### config.mk
export PLATFORM = sky130hd
export DESIGN_NAME = alu_with_history_replay
export DESIGN_NICKNAME = d
export VERILOG_FILES = /design/src/sv/alu_hr_pkg.sv /design/src/sv/alu_hr_ram.sv /design/src/sv/alu_hr_div.sv /design/src/sv/alu_hr_alu.sv /design/src/sv/alu_with_history_replay.sv
export SDC_FILE = /design/constraint.sdc
export NUM_CORES = 2
export LEC_CHECK = 0
export BUFFER_PORTS_ARGS = -buffer_cell sky130_fd_sc_hd__buf_4
export CORE_MARGIN = 2
export CORE_UTILIZATION = 60
export CTS_BUF_LIST = sky130_fd_sc_hd__clkbuf_8
export CTS_CLUSTER_SIZE = 16
export DETAILED_ROUTE_END_ITERATION = 10
export PLACE_DENSITY = 0.87
export SLEW_MARGIN = 20
export SYNTH_ARGS = -nofsm -noshare
export SYNTH_HDL_FRONTEND = slang
export SYNTH_SLANG_ARGS = --single-unit
### constraint.sdc
create_clock -name i_clk -period 31.5 [get_ports i_clk]
set_input_delay 0 -clock i_clk [delete_from_list [all_inputs] [get_ports i_clk]]
set_output_delay 0 -clock i_clk [all_outputs]
set_load 0.05 [all_outputs]
### src/sv/alu_hr_pkg.sv
package alu_hr_pkg;

    // History size and derived widths.
    localparam int HISTORY_DEPTH = 10;
    localparam int SLOT_W        = (HISTORY_DEPTH > 1) ? $clog2(HISTORY_DEPTH) : 1;
    localparam int CNT_W         = $clog2(HISTORY_DEPTH + 1);

    // Fixed field widths.
    localparam int DATA_W = 32;
    localparam int CMD_W  = 2;
    localparam int OP_W   = 3;
    localparam int IDX_W  = 8;
    localparam int ST_W   = 3;
    localparam int POS_W  = 7;

    // Command codes.
    localparam logic [CMD_W-1:0] CMD_COMPUTE = 2'd0;
    localparam logic [CMD_W-1:0] CMD_REPLAY  = 2'd1;
    localparam logic [CMD_W-1:0] CMD_CLEAR   = 2'd2;
    localparam logic [CMD_W-1:0] CMD_LIST    = 2'd3;

    // Operation codes.
    localparam logic [OP_W-1:0] OP_ADD = 3'd0;
    localparam logic [OP_W-1:0] OP_SUB = 3'd1;
    localparam logic [OP_W-1:0] OP_MUL = 3'd2;
    localparam logic [OP_W-1:0] OP_DIV = 3'd3;
    localparam logic [OP_W-1:0] OP_REM = 3'd4;

    // Result status codes.
    localparam logic [ST_W-1:0] ST_OK     = 3'd0;
    localparam logic [ST_W-1:0] ST_DIV0   = 3'd1;
    localparam logic [ST_W-1:0] ST_REM0   = 3'd2;
    localparam logic [ST_W-1:0] ST_BADIDX = 3'd3;
    localparam logic [ST_W-1:0] ST_EMPTY  = 3'd4;
    localparam logic [ST_W-1:0] ST_DONE   = 3'd5;

    typedef struct packed {
        logic [CMD_W-1:0]         cmd;
        logic signed [DATA_W-1:0] operand_a;
        logic signed [DATA_W-1:0] operand_b;
        logic [OP_W-1:0]          op_code;
        logic [IDX_W-1:0]         replay_index;
    } t_in_beat;

    typedef struct packed {
        logic signed [DATA_W-1:0] value;
        logic [ST_W-1:0]          status;
        logic signed [DATA_W-1:0] entry_a;
        logic [OP_W-1:0]          entry_op;
        logic signed [DATA_W-1:0] entry_b;
        logic [POS_W-1:0]         entry_pos;
        logic                     last;
    } t_out_beat;

    // One stored history entry, also the request to the arithmetic unit.
    typedef struct packed {
        logic signed [DATA_W-1:0] a;
        logic signed [DATA_W-1:0] b;
        logic [OP_W-1:0]          op;
    } t_alu_req;

    typedef struct packed {
        logic signed [DATA_W-1:0] value;
        logic [ST_W-1:0]          status;
    } t_alu_rsp;

    typedef struct packed {
        logic signed [DATA_W-1:0] quot;
        logic signed [DATA_W-1:0] rem;
    } t_div_rsp;

endpackage

### src/sv/alu_hr_ram.sv
module alu_hr_ram #(
    parameter int WIDTH = 8,
    parameter int DEPTH = 16
) (
    input  logic                                          i_clk,
    input  logic                                          i_we,
    input  logic [((DEPTH > 1) ? $clog2(DEPTH) : 1)-1:0] i_waddr,
    input  logic [WIDTH-1:0]                              i_wdata,
    input  logic [((DEPTH > 1) ? $clog2(DEPTH) : 1)-1:0] i_raddr,
    output logic [WIDTH-1:0]                              o_rdata
);

    logic [WIDTH-1:0] r_mem [DEPTH];
    logic [WIDTH-1:0] r_rdata;

    // Single write port and registered read port.
    always_ff @(posedge i_clk) begin
        if (i_we) begin
            r_mem[i_waddr] <= i_wdata;
        end
        r_rdata <= r_mem[i_raddr];
    end

    assign o_rdata = r_rdata;

endmodule

### src/sv/alu_hr_div.sv
module alu_hr_div (
    input  logic                             i_clk,
    input  logic                             i_rst_n,
    input  logic                             i_start,
    input  logic signed [alu_hr_pkg::DATA_W-1:0] i_a,
    input  logic signed [alu_hr_pkg::DATA_W-1:0] i_b,
    output logic                             o_done,
    output alu_hr_pkg::t_div_rsp             o_rsp
);
    import alu_hr_pkg::*;

    localparam int STEP_W = $clog2(DATA_W);

    logic              r_busy, n_busy;
    logic              r_fin, n_fin;
    logic [STEP_W-1:0] r_cnt, n_cnt;
    logic [DATA_W-1:0] r_rem, n_rem;
    logic [DATA_W-1:0] r_quo, n_quo;
    logic [DATA_W-1:0] r_dvs, n_dvs;
    logic              r_neg_q, n_neg_q;
    logic              r_neg_r, n_neg_r;

    logic [DATA_W:0]   rem_sh;
    logic [DATA_W:0]   diff;

    // One restoring step: shift in the next dividend bit and try a subtract.
    assign rem_sh = {r_rem, r_quo[DATA_W-1]};
    assign diff   = rem_sh - {1'b0, r_dvs};

    always_comb begin
        n_busy  = r_busy;
        n_fin   = 1'b0;
        n_cnt   = r_cnt;
        n_rem   = r_rem;
        n_quo   = r_quo;
        n_dvs   = r_dvs;
        n_neg_q = r_neg_q;
        n_neg_r = r_neg_r;
        if (i_start) begin
            // Work on magnitudes; the minimum value maps to its unsigned magnitude.
            n_busy  = 1'b1;
            n_cnt   = '0;
            n_rem   = '0;
            n_quo   = i_a[DATA_W-1] ? DATA_W'(-i_a) : DATA_W'(i_a);
            n_dvs   = i_b[DATA_W-1] ? DATA_W'(-i_b) : DATA_W'(i_b);
            n_neg_q = i_a[DATA_W-1] ^ i_b[DATA_W-1];
            n_neg_r = i_a[DATA_W-1];
        end else if (r_busy) begin
            if (!diff[DATA_W]) begin
                n_rem = diff[DATA_W-1:0];
                n_quo = {r_quo[DATA_W-2:0], 1'b1};
            end else begin
                n_rem = rem_sh[DATA_W-1:0];
                n_quo = {r_quo[DATA_W-2:0], 1'b0};
            end
            n_cnt = r_cnt + STEP_W'(1);
            if (r_cnt == STEP_W'(DATA_W - 1)) begin
                n_busy = 1'b0;
                n_fin  = 1'b1;
            end
        end
    end

    always_ff @(posedge i_clk) begin
        if (!i_rst_n) begin
            r_busy <= 1'b0;
            r_fin  <= 1'b0;
        end else begin
            r_busy <= n_busy;
            r_fin  <= n_fin;
        end
        r_cnt   <= n_cnt;
        r_rem   <= n_rem;
        r_quo   <= n_quo;
        r_dvs   <= n_dvs;
        r_neg_q <= n_neg_q;
        r_neg_r <= n_neg_r;
    end

    // Signs are restored on the way out; quotient wraps for minimum by minus one.
    assign o_done     = r_fin;
    assign o_rsp.quot = r_neg_q ? -$signed(r_quo) : $signed(r_quo);
    assign o_rsp.rem  = r_neg_r ? -$signed(r_rem) : $signed(r_rem);

endmodule

### src/sv/alu_hr_alu.sv
module alu_hr_alu (
    input  logic                 i_clk,
    input  logic                 i_rst_n,
    input  logic                 i_start,
    input  alu_hr_pkg::t_alu_req i_req,
    output logic                 o_done,
    output alu_hr_pkg::t_alu_rsp o_rsp
);
    import alu_hr_pkg::*;

    logic                     r_done, n_done;
    logic                     r_wait, n_wait;
    logic                     r_is_rem, n_is_rem;
    t_alu_rsp                 r_rsp, n_rsp;

    logic signed [DATA_W-1:0] mul_lo;
    logic                     div_start;
    logic                     div_done;
    t_div_rsp                 div_rsp;
    logic                     b_zero;

    assign mul_lo = i_req.a * i_req.b;
    assign b_zero = (i_req.b == '0);

    // Divide and remainder share the iterative divider.
    assign div_start = i_start && (i_req.op != OP_ADD) && (i_req.op != OP_SUB)
                       && (i_req.op != OP_MUL) && !b_zero;

    alu_hr_div u_div (
        .i_clk   (i_clk),
        .i_rst_n (i_rst_n),
        .i_start (div_start),
        .i_a     (i_req.a),
        .i_b     (i_req.b),
        .o_done  (div_done),
        .o_rsp   (div_rsp)
    );

    // Add, subtract, multiply and zero divisors finish at once; divide and remainder wait for the divider.
    always_comb begin
        n_done   = 1'b0;
        n_wait   = r_wait;
        n_is_rem = r_is_rem;
        n_rsp    = r_rsp;
        if (i_start) begin
            n_rsp.status = ST_OK;
            n_rsp.value  = '0;
            case (i_req.op)
                OP_ADD: begin
                    n_rsp.value = i_req.a + i_req.b;
                    n_done      = 1'b1;
                end
                OP_SUB: begin
                    n_rsp.value = i_req.a - i_req.b;
                    n_done      = 1'b1;
                end
                OP_MUL: begin
                    n_rsp.value = mul_lo;
                    n_done      = 1'b1;
                end
                OP_DIV: begin
                    n_is_rem = 1'b0;
                    if (b_zero) begin
                        n_rsp.status = ST_DIV0;
                        n_done       = 1'b1;
                    end else begin
                        n_wait = 1'b1;
                    end
                end
                default: begin
                    n_is_rem = 1'b1;
                    if (b_zero) begin
                        n_rsp.status = ST_REM0;
                        n_done       = 1'b1;
                    end else begin
                        n_wait = 1'b1;
                    end
                end
            endcase
        end else if (r_wait && div_done) begin
            n_wait       = 1'b0;
            n_done       = 1'b1;
            n_rsp.status = ST_OK;
            n_rsp.value  = r_is_rem ? div_rsp.rem : div_rsp.quot;
        end
    end

    always_ff @(posedge i_clk) begin
        if (!i_rst_n) begin
            r_done <= 1'b0;
            r_wait <= 1'b0;
        end else begin
            r_done <= n_done;
            r_wait <= n_wait;
        end
        r_is_rem <= n_is_rem;
        r_rsp    <= n_rsp;
    end

    assign o_done = r_done;
    assign o_rsp  = r_rsp;

endmodule

### src/sv/alu_with_history_replay.sv
// Command ALU with a replayable history of its last HISTORY_DEPTH computations.
// Input channel (i_in_valid / o_in_ready / i_in_data) takes one command beat:
// compute, replay, clear or list. Output channel (o_out_valid / i_out_ready /
// o_out_data) returns result beats; the final beat of a command has last set.
// One command is worked on at a time; o_in_ready is high whenever no command
// is in progress, even while a finished result still waits in the output register.
// A compute result passes through the arithmetic unit's result register, the
// pending beat and the output register; clear, bad index and empty list skip the
// arithmetic unit, and divide or remainder waits for a 32-step restoring divider.
// Replay adds a history memory read. A list emits one beat per entry; each entry
// is read, recomputed and handed out before the next entry is read.
// The history lives in one synchronous RAM; reset clears the entry count and
// ring pointer but not the RAM, so no clearing pass is needed.
// When the receiver stalls, the result is held in the output register and the
// next result waits in the block, which stops taking commands until it leaves.
module alu_with_history_replay (
    input  logic                  i_clk,
    input  logic                  i_rst_n,
    input  logic                  i_in_valid,
    output logic                  o_in_ready,
    input  alu_hr_pkg::t_in_beat  i_in_data,
    output logic                  o_out_valid,
    input  logic                  i_out_ready,
    output alu_hr_pkg::t_out_beat o_out_data
);
    import alu_hr_pkg::*;

    localparam logic [1:0] S_IDLE = 2'd0;
    localparam logic [1:0] S_READ = 2'd1;
    localparam logic [1:0] S_EXEC = 2'd2;
    localparam logic [1:0] S_EMIT = 2'd3;

    localparam int HIST_W = $bits(t_alu_req);

    logic [1:0]        r_state, n_state;
    logic [CNT_W-1:0]  r_count, n_count;
    logic [SLOT_W-1:0] r_oldest, n_oldest;
    logic [POS_W-1:0]  r_pos, n_pos;
    logic [POS_W-1:0]  r_last_pos, n_last_pos;
    logic              r_is_comp, n_is_comp;
    t_alu_req          r_entry, n_entry;
    t_out_beat         r_pend, n_pend;
    logic              r_out_valid, n_out_valid;
    t_out_beat         r_out, n_out;

    logic              in_acc;
    logic              out_free;
    logic              alu_start;
    t_alu_req          alu_req;
    logic              alu_done;
    t_alu_rsp          alu_rsp;
    logic              ram_we;
    logic [SLOT_W-1:0] ram_waddr;
    logic [SLOT_W-1:0] ram_raddr;
    logic [HIST_W-1:0] ram_rdata;
    t_alu_req          ram_entry;
    logic [POS_W-1:0]  rd_pos;
    logic              hist_full;

    // Ring slot of a one-based history position.
    function automatic logic [SLOT_W-1:0] slot_of(input logic [SLOT_W-1:0] oldest,
                                                  input logic [POS_W-1:0] pos);
        logic [POS_W:0] sum;
        sum = (POS_W+1)'(oldest) + (POS_W+1)'(pos) - (POS_W+1)'(1);
        if (sum >= (POS_W+1)'(HISTORY_DEPTH)) begin
            sum = sum - (POS_W+1)'(HISTORY_DEPTH);
        end
        return sum[SLOT_W-1:0];
    endfunction

    assign o_in_ready = (r_state == S_IDLE);
    assign in_acc     = i_in_valid && o_in_ready;
    assign out_free   = !r_out_valid || i_out_ready;
    assign hist_full  = (r_count == CNT_W'(HISTORY_DEPTH));
    assign ram_entry  = t_alu_req'(ram_rdata);

    // Read address: first or requested position on a new command, else the next one.
    always_comb begin
        if (r_state == S_IDLE) begin
            rd_pos = (i_in_data.cmd == CMD_LIST) ? POS_W'(1)
                                                  : i_in_data.replay_index[POS_W-1:0];
        end else begin
            rd_pos = r_pos + POS_W'(1);
        end
    end

    assign ram_raddr = slot_of(r_oldest, rd_pos);
    assign ram_waddr = hist_full ? r_oldest
                                 : slot_of(r_oldest, POS_W'(r_count) + POS_W'(1));

    alu_hr_ram #(
        .WIDTH (HIST_W),
        .DEPTH (HISTORY_DEPTH)
    ) u_hist (
        .i_clk   (i_clk),
        .i_we    (ram_we),
        .i_waddr (ram_waddr),
        .i_wdata (r_entry),
        .i_raddr (ram_raddr),
        .o_rdata (ram_rdata)
    );

    alu_hr_alu u_alu (
        .i_clk   (i_clk),
        .i_rst_n (i_rst_n),
        .i_start (alu_start),
        .i_req   (alu_req),
        .o_done  (alu_done),
        .o_rsp   (alu_rsp)
    );

    // Command sequencer.
    always_comb begin
        n_state     = r_state;
        n_count     = r_count;
        n_oldest    = r_oldest;
        n_pos       = r_pos;
        n_last_pos  = r_last_pos;
        n_is_comp   = r_is_comp;
        n_entry     = r_entry;
        n_pend      = r_pend;
        n_out_valid = r_out_valid && !i_out_ready;
        n_out       = r_out;
        alu_start   = 1'b0;
        alu_req     = r_entry;
        ram_we      = 1'b0;
        case (r_state)
            S_IDLE: begin
                if (in_acc) begin
                    n_pend = '0;
                    n_pend.last = 1'b1;
                    case (i_in_data.cmd)
                        CMD_COMPUTE: begin
                            // Opcodes without meaning are dropped silently.
                            if (i_in_data.op_code <= OP_REM) begin
                                alu_start   = 1'b1;
                                alu_req.a   = i_in_data.operand_a;
                                alu_req.b   = i_in_data.operand_b;
                                alu_req.op  = i_in_data.op_code;
                                n_entry     = alu_req;
                                n_is_comp   = 1'b1;
                                n_state     = S_EXEC;
                            end
                        end
                        CMD_REPLAY: begin
                            if ((i_in_data.replay_index == '0) ||
                                (i_in_data.replay_index > IDX_W'(r_count))) begin
                                n_pend.status = ST_BADIDX;
                                n_state       = S_EMIT;
                            end else begin
                                n_pos      = i_in_data.replay_index[POS_W-1:0];
                                n_last_pos = i_in_data.replay_index[POS_W-1:0];
                                n_is_comp  = 1'b0;
                                n_state    = S_READ;
                            end
                        end
                        CMD_CLEAR: begin
                            n_count       = '0;
                            n_oldest      = '0;
                            n_pend.status = ST_DONE;
                            n_state       = S_EMIT;
                        end
                        default: begin
                            if (r_count == '0) begin
                                n_pend.status = ST_EMPTY;
                                n_state       = S_EMIT;
                            end else begin
                                n_pos      = POS_W'(1);
                                n_last_pos = POS_W'(r_count);
                                n_is_comp  = 1'b0;
                                n_state    = S_READ;
                            end
                        end
                    endcase
                end
            end
            S_READ: begin
                // Stored entry is on the RAM output now; recompute it.
                alu_start = 1'b1;
                alu_req   = ram_entry;
                n_entry   = ram_entry;
                n_state   = S_EXEC;
            end
            S_EXEC: begin
                if (alu_done) begin
                    n_pend.value  = alu_rsp.value;
                    n_pend.status = alu_rsp.status;
                    if (r_is_comp) begin
                        n_pend.entry_a   = '0;
                        n_pend.entry_op  = '0;
                        n_pend.entry_b   = '0;
                        n_pend.entry_pos = '0;
                        n_pend.last      = 1'b1;
                        // Successful computes go into the ring, dropping the oldest when full.
                        if (alu_rsp.status == ST_OK) begin
                            ram_we = 1'b1;
                            if (hist_full) begin
                                n_oldest = (r_oldest == SLOT_W'(HISTORY_DEPTH - 1))
                                           ? '0 : r_oldest + SLOT_W'(1);
                            end else begin
                                n_count = r_count + CNT_W'(1);
                            end
                        end
                    end else begin
                        n_pend.entry_a   = r_entry.a;
                        n_pend.entry_op  = r_entry.op;
                        n_pend.entry_b   = r_entry.b;
                        n_pend.entry_pos = r_pos;
                        n_pend.last      = (r_pos == r_last_pos);
                    end
                    n_state = S_EMIT;
                end
            end
            default: begin
                // Hand the pending beat to the output register, then continue a list.
                if (out_free) begin
                    n_out_valid = 1'b1;
                    n_out       = r_pend;
                    if (r_pend.last) begin
                        n_state = S_IDLE;
                    end else begin
                        n_pos   = r_pos + POS_W'(1);
                        n_state = S_READ;
                    end
                end
            end
        endcase
    end

    always_ff @(posedge i_clk) begin
        if (!i_rst_n) begin
            r_state     <= S_IDLE;
            r_count     <= '0;
            r_oldest    <= '0;
            r_out_valid <= 1'b0;
        end else begin
            r_state     <= n_state;
            r_count     <= n_count;
            r_oldest    <= n_oldest;
            r_out_valid <= n_out_valid;
        end
        r_pos      <= n_pos;
        r_last_pos <= n_last_pos;
        r_is_comp  <= n_is_comp;
        r_entry    <= n_entry;
        r_pend     <= n_pend;
        r_out      <= n_out;
    end

    assign o_out_valid = r_out_valid;
    assign o_out_data  = r_out;

    // The ring only rotates once the history is full.
    a_oldest_full: assert property (@(posedge i_clk) disable iff (!i_rst_n)
        (r_oldest != '0) |-> (r_count == CNT_W'(HISTORY_DEPTH)))
        else $error("ring pointer moved while history not full");

    // A clear command leaves an empty history behind.
    a_clear_empties: assert property (@(posedge i_clk) disable iff (!i_rst_n)
        (in_acc && (i_in_data.cmd == CMD_CLEAR)) |=> (r_count == '0))
        else $error("history not empty after clear");

    // The arithmetic unit only finishes while the sequencer waits for it.
    a_alu_done_exec: assert property (@(posedge i_clk) disable iff (!i_rst_n)
        alu_done |-> (r_state == S_EXEC))
        else $error("arithmetic result arrived outside execute state");

    // Error and status beats carry a zero value.
    a_value_zero: assert property (@(posedge i_clk) disable iff (!i_rst_n)
        (o_out_valid && (o_out_data.status != ST_OK)) |-> (o_out_data.value == '0))
        else $error("non-zero value on a status beat");

endmodule

* Yosys cells after proc, flatten, opt, wreduce, memory -nomap -nowiden
Memories as Yosys holds them, arrays and structs flattened. A register that Yosys moved wholly into a read port is not among the register bits.
Cells that the tools add are included.
** Operators by class
- $mul :: 1
- Magnitude comparators :: 4
- Add/sub/neg operators :: 18
- Equal/unequal tests :: 32
- Bitwise operators :: 8
- Multiplexer cells :: 91
- Reductions and logical operators :: 40
** Operators with widths (count)
- two-way mux 32 bit :: 7
- two-way mux 110 bit :: 2
- case mux 110 bit (2 select lines) :: 1
- two-way mux 67 bit :: 3
- case mux 67 bit (2 select lines) :: 1
- negation 32 bit :: 4
- case mux 32 bit (3 select lines) :: 1
- two-way mux 75 bit :: 1
- two-way mux 35 bit :: 2
- two-way mux 4 bit :: 14
- two-way mux 7 bit :: 8
- case mux 7 bit (2 select lines) :: 3
- subtractor 33 x 32 -> 33 bit :: 1
- adder 32 bit :: 1
- logical NOT 32 bit :: 1
- multiplier 32 x 32 -> 32 bit :: 1
- subtractor 32 bit :: 1
- two-way mux 31 bit :: 1
- two-way mux 1 bit :: 29
- AND reduction 7 bit :: 3
- != test 2 bit (second input constant) :: 10
- >= comparator 8 x 4 -> 1 bit (second input constant) :: 2
- two-way mux 2 bit :: 8
- case mux 4 bit (2 select lines) :: 2
- 47 further kinds :: 87
** Word-level totals
- Input port bits :: 81
- Output and inout bits :: 112
- Memories kept :: 1
- Register bits :: 456
- Bits in writable memories :: 670
** Memory list
- u_hist.r_mem :: depth 10, width 67, read ports 1, clocked after Yosys merged registers in 1, wr ports 1, line alu_hr_ram.sv:13 : logic [WIDTH-1:0] r_mem [DEPTH];

* Logic depth before layout (Yosys ltp)
- Word-level depth :: 11
- Depth in mapped cells :: 42

* Cells and area by module
Synthesis repeated with hierarchy kept, for this count alone.
** Unflattened totals
- Cells, all modules :: 5702
- Area, all modules :: 69306.5 um2
** Modules (own cells, without submodules)
- alu_hr_ram :: sequential area each 21460.6 um2, area each 27348.7 um2, times used 1, cells each 1440
- alu_hr_alu :: sequential area each 1091.0 um2, area each 20865.0 um2, times used 1, cells each 2373
- alu_with_history_replay :: sequential area each 8618.3 um2, area each 12811.0 um2, times used 1, cells each 951
- alu_hr_div :: sequential area each 2762.6 um2, area each 8281.7 um2, times used 1, cells each 938

* Least setup slack after synthesis
OpenSTA, ideal clock, no wires.
- Path kind :: register to register
- Start point :: register r_state[0]
- End point :: register u_alu.r_rsp (netlist bit u_alu.o_rsp[33]) (data pin)
- Data required time :: 31.231 ns
- Library setup time :: 0.269 ns
- Slack :: 21.157 ns
- Arrival time :: 10.073 ns
- Stages on the path, launching flop included :: 41
- Cells stage by stage :: dfxtp_1 inv_1 ha_1 buf_2 nand4bb_1 a21oi_1 clkbuf_1 buf_2 buf_1 buf_2 clkbuf_1 a22o_1 a21oi_1 buf_1 buf_1 nor2_1 fa_1 fa_1 [5 not listed] ha_1 fa_1 inv_1 fa_1 inv_1 ha_1 a21o_1 nor4_1 nand2b_1 o21ai_0 a21oi_1 a221o_1 a21oi_1 o21ai_0 a41oi_1 mux2_2 o21ai_0 a31oi_1
** RTL lines
- from (decl) :: line alu_with_history_replay.sv:35 : logic [1:0] r_state, n_state;
- from (signal assigned) :: line alu_with_history_replay.sv:237 : r_state <= n_state;
- to (signal assigned) :: line alu_hr_alu.sv:97 : r_rsp <= n_rsp;
- to (decl) :: line alu_hr_alu.sv:14 : t_alu_rsp r_rsp, n_rsp;

==> metrics.txt <==
run status finished with violations; failing checks design-rule violations; CP max stage delay roughly 980 ps; crit-path max FO 23; residual DRC count 2; layout cells sized above 1 13.18%; fin crit share 38.43%; setup TNS 0 ps; critical path launch point type register; synthesized flop and latch total 1192; most used cell, CP fa_1; crit path DAT 12700 ps; Critical Setup Path Class reg -> reg; EDFF count, synth between 1k and 1.5k; Synth top area share a little under half; WL final around 210 mm; vias in the first global route about 48k; slowest stage cell, crit path a21boi_1; Hold Fails Final Rpt 0; post-synthesis cell type with the largest combined area edfxtp_1; Synth Net Count slightly above 6k; clk root buf clkbuf_8; Area contributors post-synth edfxtp_1, fa_1, dfxtp_1, ha_1, mux4_2; DP HPWL roughly 140 mm; Syn Inst Count ~5.3k; max cap viols 0; Die Wd 336.9 um; Tot GR Track Use between 30% and 40%; Port Buffers between 150 and 200; # nets final ~6.4k; Worst Max-Slew Pin Slew ~1200 ps; Worst setup EP type register; Site Rows around 120; RSZ-0062 raised after global routing false; synthesis warning total 0; Final Max Tran Viols 0; CTS buffer count about 180; post_cts resized 0; Clock Sinks about 1.2k; Required @ worst endpoint 32100 ps; Vias roughly 47k; Clock transition at path regs approximately 70 ps; Hold Crit Class in -> reg; Placer Congestion 1.041; Pre-antenna DRT Iters 11; clock skew between 80 and 90 ps; number of top-level pins ~190; Async SR Flop Fraction 0%; wire length per cell after detailed routing around 28 um; P&R area growth vs syn 11.85%; Seq/Total Area, Yosys between 50% and 60%; DR vias/cell 6.437; Starting Density between 60 and 70%; CTS tree yes; worst-skew pair later-pin latency 930 ps; clock buffer depth 3; die area 113500 um2; Syn Std Cell Area between 60000 and 70000 um2; DRT iter0 DRCs 7027; post-layout minimum cycle time roughly 12000 ps; Avg Cell Area, Syn 12.44 um2; Core Area between 100000 and 150000 um2; first-pass GRT wire length 303.9 mm; final setup fails 0; largest net degree at the start of global routing 113; post-route ant nets 0; htree depth 4; grt total ovfl 0; Unique masters post-synth 87; die height 336.9 um; Slew headroom between 20% and 30%; Main synth FF type edfxtp_1; initial antenna violation count 10; Max Clock Freq slightly above 80 MHz
critical path, delay by kind of cell (launching register included):
kind | cells | cell delay [ps]
simple gates | 3 | 1030
compound gates | 4 | 1940
fa+ha+maj | 9 | 4460
xor+xnor | 10 | 2660
buf+inv | 5 | 1260
flops | 1 | 380
metrics by stage:
| stage | std cells | util [%] | hold slack, ps | setup slack [ps] | instance area, um2 |
|---|---|---|---|---|---|
| final | 7310 | 67.40 | 69.38 | 19390 | 74390 |
| after CTS | 7306 | 67.40 | 1.371 | 20000 | 74380 |
| after floorplan | 5348 | - | 182.2 | 21160 | 66510 |
| after global routing | 7307 | 67.40 | 56.44 | 19210 | 74380 |
| after global placement | 6895 | 63.43 | 321.7 | 19720 | 70000 |
| after detailed placement | 6896 | 63.44 | 321.3 | 20090 | 70010 |
synthesized netlist by cell type, drive strengths merged (24+ instances only):
| master | instances |
|---|---|
| clkbuf | 206 |
| nand2 | 324 |
| o21ai | 178 |
| and2 | 126 |
| nor2 | 565 |
| ha | 250 |
| edfxtp | 1006 |
| a21boi | 24 |
| xor2 | 54 |
| a21o | 48 |
| buf | 38 |
| o31ai | 28 |
| a211oi | 84 |
| mux2i | 99 |
| a221oi | 39 |
| nand3 | 35 |
| dfxtp | 186 |
| inv | 547 |
| nor2b | 98 |
| mux4 | 134 |
| nor3 | 36 |
| a222oi | 26 |
| a21oi | 249 |
| xnor2 | 241 |
| nand2b | 26 |
| fa | 412 |
worst paths after layout:
kind / start / to / slack, ps / cells after the start
worst min-delay path: i_in_data[5] / r_last_pos[5] / 70 / 3
worst min register to register: r_pend[21] / o_out_data[21] / 410 / 0
worst max register to register: r_state[0] / u_alu.o_rsp[34] / 19390 / 31
worst max-delay path: r_state[0] / u_alu.o_rsp[34] / 19390 / 31
sequential cells by signal (all words and copies together) (netlist names), 2 cells and up:
register	count
u_hist.r_mem	670
u_alu.u_div.r_quo	32
r_pos	7
r_last_pos	7
u_alu.o_rsp	34
r_pend	110
r_count	4
o_out_data	110
u_alu.u_div.r_rem	32
r_oldest	4
u_alu.u_div.r_dvs	32
r_entry	67
u_hist.o_rdata	67
u_alu.u_div.r_cnt	5
r_state	2
cell families (layout without fill, tap and decap cells):
kind of cell / count (synthesis) / after routing / share of synthesized area, %
compound gates: 833 / 833 / 8.176
xor+xnor: 299 / 299 / 4.020
fa+ha+maj: 662 / 662 / 17.10
buf+inv: 814 / 1284 / 4.639
flops: 1192 / 1192 / 51.02
mux: 236 / 236 / 6.078
other cells: 0 / 4 / 0
simple gates: 1312 / 1312 / 8.962
cell usage in the layout, fill, tap and decap left out, types with 124 or more instances in the layout:
master,instances
nand2_1,324
dfxtp_1,185
edfxtp_1,1006
fa_1,412
o21ai_0,161
xnor2_1,239
a21oi_1,240
mux4_2,134
nor2_1,551
inv_1,584
ha_1,248
buf_4,302
and2_1,124
clkbuf_8,198
cell type report:
type / instances / area (um2)
Clock inverter: 135 / 873.3
Clock buffer: 198 / 2725
Multi-Input combinational cell: 3342 / 29780
Antenna cell: 4 / 10.01
Timing Repair Buffer: 381 / 3063
Tap cell: 1488 / 1862
Inverter: 570 / 2140
Fill cell: 7321 / 35970
Sequential cell: 1192 / 33930
metal layers:
metal | GRT usage [%] | share of wire (%)
met3 | 11.98 | 14
met4 | 22.97 | 7.4
met2 | 57.35 | 45
met5 | 0 | 0.098
met1 | 45.05 | 33
what timing repair did:
| action | CTS | global route |
|---|---|---|
| hold endpoints to repair | 114 | 0 |
| setup endpoints to repair | 0 | 0 |
| hold buffers | 77 | 0 |
| buffers inserted | 0 | 0 |
Power is left out: the tool's default activity adds up to more than one toggle a clock period on the data nets, which glitch-free logic cannot reach.
